==> config.mk <==
export PLATFORM = sky130hd
export DESIGN_NAME = mm_cell
export DESIGN_NICKNAME = d
export VERILOG_FILES = /design/src/design/mm_pkg.sv /design/src/design/mm_cell.sv
export SDC_FILE = /design/constraint.sdc
export NUM_CORES = 1
export LEC_CHECK = 0
export ABC_AREA = 1
export BUFFER_PORTS_ARGS = -buffer_cell sky130_fd_sc_hd__buf_2
export CAP_MARGIN = 20
export CORE_AREA = 2 2 204 287
export CTS_CLUSTER_SIZE = 30
export DETAILED_ROUTE_END_ITERATION = 8
export DIE_AREA = 0 0 206 289
export PLACE_DENSITY = 0.63
export SYNTH_ARGS = -nofsm -noshare
export SYNTH_HDL_FRONTEND = slang
export SYNTH_SLANG_ARGS = --single-unit
==> constraint.sdc <==
create_clock -name clk -period 17.5 [get_ports clk]
set_clock_uncertainty 0.2 [all_clocks]
set_input_delay 1.75 -clock clk [delete_from_list [all_inputs] [get_ports clk]]
set_output_delay 1.75 -clock clk [all_outputs]
set_load 0.02 [all_outputs]
==> src/design/mm_pkg.sv <==
// ----------------------------------------------------------------------------
// mm_pkg - shared types and constants for the matrix multiplier
// Field structs, opcodes, register indexes, sequencer states and sizing.
// ----------------------------------------------------------------------------
package mm_pkg;

	localparam int MAX_DIM = 8;
	localparam int IDX_W   = (MAX_DIM > 1) ? $clog2(MAX_DIM) : 1;
	localparam int DIM_W   = $clog2(MAX_DIM + 1);
	localparam int ADDR_W  = 2 * IDX_W;
	localparam int DEPTH   = MAX_DIM * MAX_DIM;
	localparam int ELEM_W  = 16;
	localparam int PROD_W  = 2 * ELEM_W;
	localparam int SUM_W   = 32;
	// exact sum of MAX_DIM products plus a sign bit
	localparam int ACC_W   = PROD_W + $clog2(MAX_DIM + 1) + 1;
	localparam int PADDR_W = 4;
	localparam int PDATA_W = 32;
	localparam int CFG_W   = 4;

	// pipeline depth behind the last A element of a row
	localparam int DRAIN_LAST = MAX_DIM + 1;
	localparam int CNT_W      = $clog2(DRAIN_LAST + 1);

	localparam logic [1:0] OP_LOAD_A  = 2'd0;
	localparam logic [1:0] OP_LOAD_B  = 2'd1;
	localparam logic [1:0] OP_COMPUTE = 2'd2;

	localparam logic [1:0] REG_ROWS_A    = 2'd0;
	localparam logic [1:0] REG_INNER_DIM = 2'd1;
	localparam logic [1:0] REG_COLS_B    = 2'd2;

	typedef struct packed {
		logic [1:0]               opcode;
		logic [2:0]               row;
		logic [2:0]               col;
		logic signed [ELEM_W-1:0] value;
	} req_t;

	typedef struct packed {
		logic [2:0]              out_row;
		logic [2:0]              out_col;
		logic signed [SUM_W-1:0] product_sum;
		logic                    last;
	} rsp_t;

	// one A element traveling down the cell chain
	typedef struct packed {
		logic                     valid;
		logic                     first;
		logic [IDX_W-1:0]         k;
		logic signed [ELEM_W-1:0] a;
	} flit_t;

	// write of one B element into a cell's column
	typedef struct packed {
		logic                     we;
		logic [IDX_W-1:0]         addr;
		logic signed [ELEM_W-1:0] data;
	} bwr_t;

	typedef enum logic [1:0] {
		ST_IDLE,
		ST_FEED,
		ST_DRAIN,
		ST_EMIT
	} state_t;

	function automatic logic [DIM_W-1:0] eff_dim(input logic [CFG_W-1:0] r);
		logic [DIM_W-1:0] d;
		if (r == '0) begin
			d = DIM_W'(1);
		end else if (int'(r) > MAX_DIM) begin
			d = DIM_W'(MAX_DIM);
		end else begin
			d = DIM_W'(r);
		end
		return d;
	endfunction

endpackage

==> src/design/mm_cell.sv <==
// ----------------------------------------------------------------------------
// mm_cell - one multiply-accumulate cell of the chain
// Holds one column of B, multiplies each passing A element by its entry,
// accumulates the dot product and hands the element to the next cell.
// ----------------------------------------------------------------------------
module mm_cell (
	input  logic                              clk,
	input  logic                              arst_n,
	input  mm_pkg::flit_t                     flit_in,
	output mm_pkg::flit_t                     flit_out,
	input  mm_pkg::bwr_t                      bwr,
	output logic signed [mm_pkg::SUM_W-1:0]   sum
);

	import mm_pkg::*;

	logic signed [ELEM_W-1:0] bcol_q [MAX_DIM];
	logic signed [ELEM_W-1:0] b_sel;
	logic signed [PROD_W-1:0] prod_s1;
	logic                     vld_s1;
	logic                     first_s1;
	logic signed [ACC_W-1:0]  acc_q;
	logic                     vld_q;
	flit_t                    flit_q;

	assign b_sel = bcol_q[flit_in.k];

	always_ff @(posedge clk or negedge arst_n) begin
		if (!arst_n) begin
			vld_q  <= 1'b0;
			vld_s1 <= 1'b0;
		end else begin
			vld_q  <= flit_in.valid;
			vld_s1 <= flit_in.valid;
		end
	end

	always_ff @(posedge clk) begin
		if (bwr.we) begin
			bcol_q[bwr.addr] <= bwr.data;
		end
		flit_q   <= flit_in;
		prod_s1  <= flit_in.a * b_sel;
		first_s1 <= flit_in.first;
		// restart the sum on the first element of a row
		if (vld_s1) begin
			acc_q <= (first_s1 ? '0 : acc_q)
				+ {{(ACC_W-PROD_W){prod_s1[PROD_W-1]}}, prod_s1};
		end
	end

	always_comb begin
		flit_out       = flit_q;
		flit_out.valid = vld_q;
	end

	// clamp to the signed 32-bit range
	always_comb begin
		if (acc_q[ACC_W-1:SUM_W-1] == '0 || acc_q[ACC_W-1:SUM_W-1] == '1) begin
			sum = acc_q[SUM_W-1:0];
		end else if (acc_q[ACC_W-1]) begin
			sum = {1'b1, {(SUM_W-1){1'b0}}};
		end else begin
			sum = {1'b0, {(SUM_W-1){1'b1}}};
		end
	end

endmodule

==> flow_summary.yaml, run 1 <==
run_status:
  outcome: "finished clean"
worst_setup_path:
  crit_chain: "buf_2 -> inv_1 -> o21ai_1 -> o221ai_2 -> nand2_2 -> nor2_1 -> inv_1 -> fa_1 -> inv_1 -> fa_1 -> inv_1 -> fa_1 -> fa_1 -> fa_1 -> fa_1 -> inv_1 -> ha_1 -> nand2_1 -> nor2_1 -> nand2_1 -> nor3_1 -> nand2_1 -> nand4_1 -> nand2_1"
  slowest_delay_ns: 0.82
  end_kind: "register"
  crit_arrival_ns: 8.89
  critPathMaxFanout: 34
  path_class: "input port to register"
  ff2ff_setup_slack_ns: 10.96
  critPathRequiredTime_ns: 17.75
  startpoint_type: "input port"
  crit_top_cell: "fa_1"
  cp_slowest_cell: "inv_1"
cts:
  cts_tree: "done"
  cts_resized: 0
  cts_buffers: 24
  insertion_delay_ns: 0.58
  hold_buffers: 0
  clk_pin_slew_ns: 0.06
  cts_max_level: 1
  cts_sinks: 218
  cts_buffer_depth: 3
  postCtsSetupBuffers: 0
  root_buffer: "clkbuf_16"
drt:
  drc: 0
  firstDrtPassIters: 5
  wire_per_inst_um: 18.2
  vias: 16320
  wl_um: 59900
  ant_nets: 0
  drt_first_iter_violations: 715
  viasPerCell: 4.95
global_route:
  grt_pass1_vias: 17445
  grt_antenna_before_repair: 5
  grt_max_degree: 67
  grt_usage_pct: 20.4
  grt_pass1_wl_um: 92900
  grt_overflow_total: 0
timing:
  worst_slew_pin_slew_ns: 0.996
  finalHoldViolations: 0
  fin_crit_sh_pct: 49.4
  slew_headroom_pct: 33.5
  maxSlewViolCount: 0
  rsz0062_at_grt: "no"
  fmax_ghz: 0.116
  setup_viol: 0
  period_needed_ns: 8.64
  fin_setup_tns_ns: 0
placement:
  place.gp.congestion: 0.947
  dpl.hpwl_um: 49200
  portBuffers: 95
floorplanning:
  die_w_um: 206
  io_pins: 96
  start_util_pct: 36.6
  dieHeight_um: 289
  core_um2: 57000
  rows: 104
  dieArea_um2: 59500
flow_run:
  cap_violations: 0
synthesis:
  synth_cells: 2462
  synth_seq_cells: 218
  syn_area_um2: 20900
  synth.net_count: 2886
  synth_cell_types: 38
  yosys_warnings: 0
  ys_seq_area_share_pct: 28.8
  avgSynthCellArea_um2: 8.48
final_layout:
  drive_above_1_share_pct: 7.45
  areaGrowthSynthToFinish_pct: 9.37
  final_common_cell: "inv_1"
  nets: 2957
  final_cell_mix: "524 x inv_1, 519 x nand2_1, 337 x nor2_1"
min_path:
  hp-class: "register to register"
## synthesized netlist by cell type
cell      instances  share of area, %
inv_1           524               9.4
nand2_1         519               9.3
nor2_1          337               6.1
fa_1            263                25
edfxtp_1        165                24
ha_1            118               7.1
o21ai_0         103               2.5
nand3_1          65               1.6
a21oi_1          60               1.4
dfxtp_1          52               5.0
xor2_1           37               1.6
o221ai_1         28               1.2
nand4_1          23              0.69
buf_6            21               1.1
clkbuf_1         19              0.34
nor2_2           15              0.45
o21ai_1          14              0.34
nor3_1           13              0.31
nand2_2          12              0.36
inv_2            11              0.20
o21bai_1         10              0.36
buf_2             8              0.19
xnor2_1           8              0.34
buf_1             7              0.13
buf_4             6              0.22
clkinv_1          5             0.090
nand3b_1          3              0.11
and2_1            2             0.060
nand3_2           2             0.096
o21a_1            2             0.072
o221ai_2          2              0.14
o22ai_1           2             0.060
a21boi_0          1             0.036
a21o_1            1             0.036
dfrtp_1           1              0.12
inv_6             1             0.042
o32ai_1           1             0.042
or2_2             1             0.030
## cells by family (layout without fill, tap and decap cells)
| group | after synthesis | count (layout) | share of synthesized area (%) |
|---|---|---|---|
| xor+xnor | 45 | 45 | 1.89 |
| simple gates | 992 | 992 | 19.1 |
| buf+inv | 602 | 691 | 11.8 |
| fa+ha+maj | 381 | 381 | 32.3 |
| compound gates | 224 | 224 | 6.17 |
| other cells | 0 | 2 | 0 |
| flops | 218 | 218 | 28.8 |
## critical path, delay by kind of cell
kind	cells	cell delay, ns
AO/OA/AOI/OAI	2	0.42
adder cells (fa/ha/maj)	7	3.60
AND/OR/NAND/NOR	9	1.54
buffers and inverters	6	1.51
## area by class of cell
type                       count  area (um2)
multi-input combinational   1642       12400
fill                        5836       34200
clock buffer                  30         676
clock inverter                14         194
tap                          742         928
antenna                        2        5.00
timing repair buffer         106         571
inverter                     541        2040
sequential                   218        6020
## layer usage
metal	track usage [%]	wire length, um
met1	20.4	21400
met2	39.2	31500
met3	2.65	2550
met4	13.1	4480
met5	0	43
## stage by stage
stage,setup WS (ns),util (%),cells,hold slack (ns),instance area [um2]
finish,8.86,40.1,3295,0.318,22800
global route,8.38,40.1,3293,0.364,22800
CTS,8.95,40.0,3292,0.333,22800
detailed placement,8.35,38.5,3248,0.328,21900
global placement,8.50,38.5,3248,0.314,21900
floorplan,10.12,-,2462,0.308,20900
## registers in the layout, summed over array words and instances (netlist names)
| signal | count |
|---|---|
| flit_out | 20 |
| acc_q | 37 |
| vld_q | 1 |
| bcol_q | 128 |
| prod_s1 | 32 |
## final timing paths
kind,end,start,cells after the start
min in group asynchronous,vld_q,arst_n,1
min reg2reg,acc_q[0],prod_s1[0],1
max in group asynchronous,vld_q,arst_n,1
max,prod_s1[29],flit_in[17],24
max reg2reg,prod_s1[29],bcol_q[6][4],22
min,acc_q[0],prod_s1[0],1
Power of run 1 is not shown: default switching activity piles up to over one toggle a cycle in this logic, so the estimate is an artifact.
==> run 2: changes to the inputs <==
--- a/config.mk
+++ b/config.mk
@@ -12,7 +12,7 @@
 export CTS_CLUSTER_SIZE = 30
 export DETAILED_ROUTE_END_ITERATION = 8
 export DIE_AREA = 0 0 206 289
-export PLACE_DENSITY = 0.63
+export PLACE_DENSITY = 0.65
 export SYNTH_ARGS = -nofsm -noshare
 export SYNTH_HDL_FRONTEND = slang
 export SYNTH_SLANG_ARGS = --single-unit
==> constraint.sdc (replaced) <==
create_clock -name clk -period 7.6 [get_ports clk]
set_clock_uncertainty 0.2 [all_clocks]
set_input_delay 0.76 -clock clk [delete_from_list [all_inputs] [get_ports clk]]
set_output_delay 0.76 -clock clk [all_outputs]
set_load 0.02 [all_outputs]
==> run 2 against run 1 <==
Net effect:
- global-route usage down 1.1 points
- core utilization up 0.29 points
- via count down 1.3%
==> flow_summary.yaml, run 2 (same netlist as run 1, synthesis figures left out) <==
run_status:
  outcome: "finished clean"
worst_setup_path:
  worstSetupEndpoint: "prod_s1[31]"
  startpoint_type: "input port"
  critPathRequiredTime_ns: 7.86
  crit_arrival_ns: 6.91
  r2r_end: "prod_s1[31]"
  startpoint: "flit_in[16]"
  end_kind: "register"
  critPathTopFamily: "adder cells"
  worst-r2r-cell-count: 23
  ff2ff_setup_slack_ns: 1.39
  slowest_delay_ns: 0.69
  path_class: "input port to register"
  cp_slowest_cell: "fa_1"
  critPathMaxFanout: 34
  crit_buf_inv: 8
  cp.depth: 27
  crit_top_cell: "fa_1"
  r2r_start: "bcol_q[1][1]"
floorplanning:
  start_util_pct: 36.6
  core_um2: 57000
  rows: 104
  io_pins: 96
  dieHeight_um: 289
  die_w_um: 206
  dieArea_um2: 59500
placement:
  dpl.hpwl_um: 46400
  pre_cts_slack_ns: 0.395
  portBuffers: 95
  place.gp.congestion: 0.959
cts:
  cts_tree: "done"
  cts_max_level: 1
  postCtsSetupBuffers: 0
  clk_pin_slew_ns: 0.07
  cts_sinks: 218
  insertion_delay_ns: 0.56
  root_buffer: "clkbuf_16"
  cts_buffers: 24
  cts_resized: 0
  cts_buffer_depth: 3
timing:
  hold_slack_ns: 0.105
  rsz0062_at_grt: "no"
  maxSlewViolCount: 0
  fin_ws_ns: 0.948
  fmax_ghz: 0.150
  setup_viol: 0
  finalHoldViolations: 0
  worst_slew_pin_slew_ns: 0.863
  period_needed_ns: 6.65
  slew_headroom_pct: 42.3
  fin_crit_sh_pct: 87.5
  fin_setup_tns_ns: 0
final_layout:
  final_common_cell: "inv_1"
  reg_top3: "bcol_q: 128 flops, acc_q: 37 flops, prod_s1: 32 flops"
  final_cell_mix: "524 x inv_1, 519 x nand2_1, 337 x nor2_1"
  regMostFlops: "bcol_q"
  drive_above_1_share_pct: 8.27
  largest_reg_flops: 128
  areaGrowthSynthToFinish_pct: 10.2
  nets: 2981
global_route:
  grt_pass1_vias: 16593
  grt_overflow_total: 0
  grt_antenna_before_repair: 6
  grt_usage_pct: 19.4
  grt_max_degree: 53
  grt_pass1_wl_um: 88600
drt:
  drt_first_iter_violations: 757
  firstDrtPassIters: 7
  ant_nets: 0
  vias: 16106
  wl_um: 56600
  wire_per_inst_um: 17.1
  drc: 0
  viasPerCell: 4.85
min_path:
  hp-class: "input port to register"
flow_run:
  cap_violations: 0
-- run 2: timing repair --
action	in CTS	in global routing
hold buffers	1	0
endpoints found under the hold margin	1	0
endpoints found under the setup margin	0	0
-- run 2: cell type report --
cell class,instances,area (um2)
Fill cell,5855,34000
Multi-Input combinational cell,1642,12400
Sequential cell,218,6020
Inverter,541,2040
Tap cell,742,928
Timing Repair Buffer,130,753
Clock buffer,29,661
Clock inverter,15,194
Antenna cell,2,5.00
-- run 2: how the worst min path moves through the flow --
stage	startpoint	endpoint	slack (ns)	cells past startpoint
2_1_floorplan	arst_n	vld_q	0.26	0
3_3_place_gp	prod_s1[0]	acc_q[0]	0.32	1
3_5_place_dp	prod_s1[0]	acc_q[0]	0.32	1
4_1_cts	flit_in[20]	vld_q	0.08	1
5_1_grt	flit_in[20]	vld_q	0.09	1
6_report	flit_in[20]	vld_q	0.11	1
-- run 2: layer usage --
metal  global-route usage, %  up-vias  part of all wire, %
met2                    37.2      447                   53
met1                    20.4     7735                   37
li1                        -     7757                    -
met4                    9.36        8                  5.4
met3                    2.77      159                  4.9
met5                       0        -                0.083
-- run 2: stage by stage --
step                      instances  utilization (%)  area [um2]
final                          3319             40.4       23000
after global routing           3318             40.3       23000
after CTS                      3317             40.3       23000
after detailed placement       3272             38.8       22100
after global placement         3272             38.8       22100
after floorplan                2462                -       20900
Power of run 2 is left out for the same reason.
==> run 3: changes to the inputs <==
--- a/config.mk
+++ b/config.mk
@@ -12,7 +12,7 @@
 export CTS_CLUSTER_SIZE = 30
 export DETAILED_ROUTE_END_ITERATION = 8
 export DIE_AREA = 0 0 206 289
-export PLACE_DENSITY = 0.65
+export PLACE_DENSITY = 0.63
 export SYNTH_ARGS = -nofsm -noshare
 export SYNTH_HDL_FRONTEND = slang
 export SYNTH_SLANG_ARGS = --single-unit
==> constraint.sdc (replaced) <==
create_clock -name clk -period 6.5 [get_ports clk]
set_clock_uncertainty 0.2 [all_clocks]
set_input_delay 0.65 -clock clk [delete_from_list [all_inputs] [get_ports clk]]
set_output_delay 0.65 -clock clk [all_outputs]
set_load 0.02 [all_outputs]
==> run 3 against run 2 <==
Net effect:
- non-clock buffer count rose by 159
- via count rose by 5.1%
- clock-buffer cell count did not move
- wire length rose by 6.7%
- critical path depth rose by 1
- die area did not move
- core utilization rose by 2.3 points
- design area rose by 5.6%
- setup slack got worse by 0.71 ns
- first-iteration DRC count rose by 2.1%
- cell count rose by 4.8%
- critical endpoint is now prod_s1[30]
- highest routed layer unchanged
==> flow_summary.yaml, run 3 (same netlist as run 1, synthesis figures left out) <==
worst_setup_path:
  r2r_end: "prod_s1[13]"
  path_class: "input port to register"
  worst-r2r-cell-count: 25
  ff2ff_setup_slack_ns: 0.35
  crit_arrival_ns: 6.51
  startpoint_type: "input port"
  r2r_start: "bcol_q[6][4]"
  startpoint: "flit_in[17]"
  critPathMaxFanout: 9
  end_kind: "register"
  critPathRequiredTime_ns: 6.75
  worstSetupEndpoint: "prod_s1[30]"
final_layout:
  fin_util_pct: 42.6
  fin_cells: 3477
  final_common_cell: "inv_1"
  fillers: 5661
  areaGrowthSynthToFinish_pct: 16.3
  drive_above_1_share_pct: 13.8
  largest_reg_flops: 128
  final_cell_mix: "524 x inv_1, 519 x nand2_1, 335 x nor2_1"
  nets: 3140
  reg_top3: "bcol_q: 128 flops, acc_q: 37 flops, prod_s1: 32 flops"
  regMostFlops: "bcol_q"
timing:
  period_needed_ns: 6.26
  fmax_ghz: 0.160
  finalHoldViolations: 0
  fin_ws_ns: 0.237
  rsz0062_at_grt: "yes"
  worst_slew_pin_slew_ns: 0.892
  setup_viol: 0
  fin_setup_tns_ns: 0
  fin_crit_sh_pct: 96.4
  slew_headroom_pct: 40.4
  maxSlewViolCount: 0
cts:
  clk_pin_slew_ns: 0.06
  cts_sinks: 218
  cts_tree: "done"
  root_buffer: "clkbuf_16"
  cts_max_level: 1
  insertion_delay_ns: 0.57
  cts_buffers: 24
  cts_buffer_depth: 3
drt:
  drc: 0
  ant_nets: 0
  vias: 16926
  firstDrtPassIters: 5
  wire_per_inst_um: 17.4
  wl_um: 60400
  viasPerCell: 4.87
  drt_first_iter_violations: 773
global_route:
  grt_overflow_total: 0
  grt_pass1_vias: 18279
  grt_max_degree: 39
  grt_antenna_before_repair: 4
  grt_pass1_wl_um: 95300
  grt_usage_pct: 20.7
floorplanning:
  start_util_pct: 36.6
  io_pins: 96
  dieHeight_um: 289
  rows: 104
  core_um2: 57000
  dieArea_um2: 59500
  die_w_um: 206
placement:
  dp.cells: 3429
  portBuffers: 95
  pre_cts_slack_ns: -0.382
  place.gp.congestion: 1.02
  dpl.hpwl_um: 50300
min_path:
  hp-class: "input port to register"
  min_from: "flit_in[10]"
flow_run:
  cap_violations: 0
run_status:
  outcome: "finished clean"
==> run 3: changes by cell type in the layout (fill, tap and decap cells not counted), sizes merged <==
cell / before / now
clkinvlp: 2 / 5
clkbuf: 29 / 30
inv: 540 / 537
dlygate4sd3: 1 / 3
diode: 2 / 1
bufinv: 4 / 3
clkinv: 10 / 11
buf: 129 / 285
==> run 3: what timing repair did <==
item	in CTS	in global routing
setup buffers	0	0
resized for setup	0	15
setup endpoints to repair	0	12
hold endpoints to repair	3	0
hold buffers	3	0
==> run 3: how the worst min path moves through the flow <==
stage | end | slack (ns) | cells after the start
after CTS | flit_out[10] | 0.04 | 1
after global placement | vld_q | 0.23 | 1
after floorplan | vld_q | 0.15 | 0
final | flit_out[10] | 0.07 | 1
after global routing | flit_out[10] | 0.04 | 1
after detailed placement | vld_q | 0.23 | 1
==> run 3: layer usage <==
metal | share of wire, % | global-route usage, % | wire length [um]
met3 | 4.5 | 2.34 | 2690
met5 | 0.045 | 0 | 27
met1 | 36 | 21.1 | 21600
met2 | 54 | 41.0 | 32500
met4 | 5.9 | 10.5 | 3580
==> run 3: stage by stage <==
step                hold slack, ns  instance area [um2]
finish                      0.0670                24300
global route                0.0435                24300
CTS                         0.0395                24200
detailed placement           0.226                23400
global placement             0.227                23400
floorplan                    0.154                20900
==> run 3: final cells by class <==
cell class | count | area [um2] | share of cell area (%)
Timing Repair Buffer | 289 | 2040 | 8.39
Sequential cell | 218 | 6020 | 24.8
Inverter | 541 | 2050 | 8.42
Tap cell | 742 | 928 | 3.82
Multi-Input combinational cell | 1642 | 12400 | 51.1
Clock buffer | 29 | 639 | 2.63
Antenna cell | 1 | 2.50 | 0.0103
Clock inverter | 15 | 191 | 0.788
==> run 3: critical path, cell delays in order <==
cell	delay [ns]
buf_2	0.14
inv_1	0.13
buf_4	0.18
o21ai_0	0.09
o221ai_1	0.17
nand2_1	0.14
buf_12	0.17
inv_1	0.16
nand2_1	0.09
fa_1	0.48
inv_1	0.06
buf_4	0.13
fa_1	0.46
fa_1	0.53
fa_1	0.52
fa_1	0.50
inv_1	0.05
fa_1	0.48
inv_1	0.04
ha_2	0.36
nand2_1	0.12
nor2_2	0.18
nand2_1	0.10
buf_4	0.15
nor2_1	0.10
nand2_1	0.12
nand3_1	0.11
nand2_1	0.07
Power of run 3 is left out for the same reason.
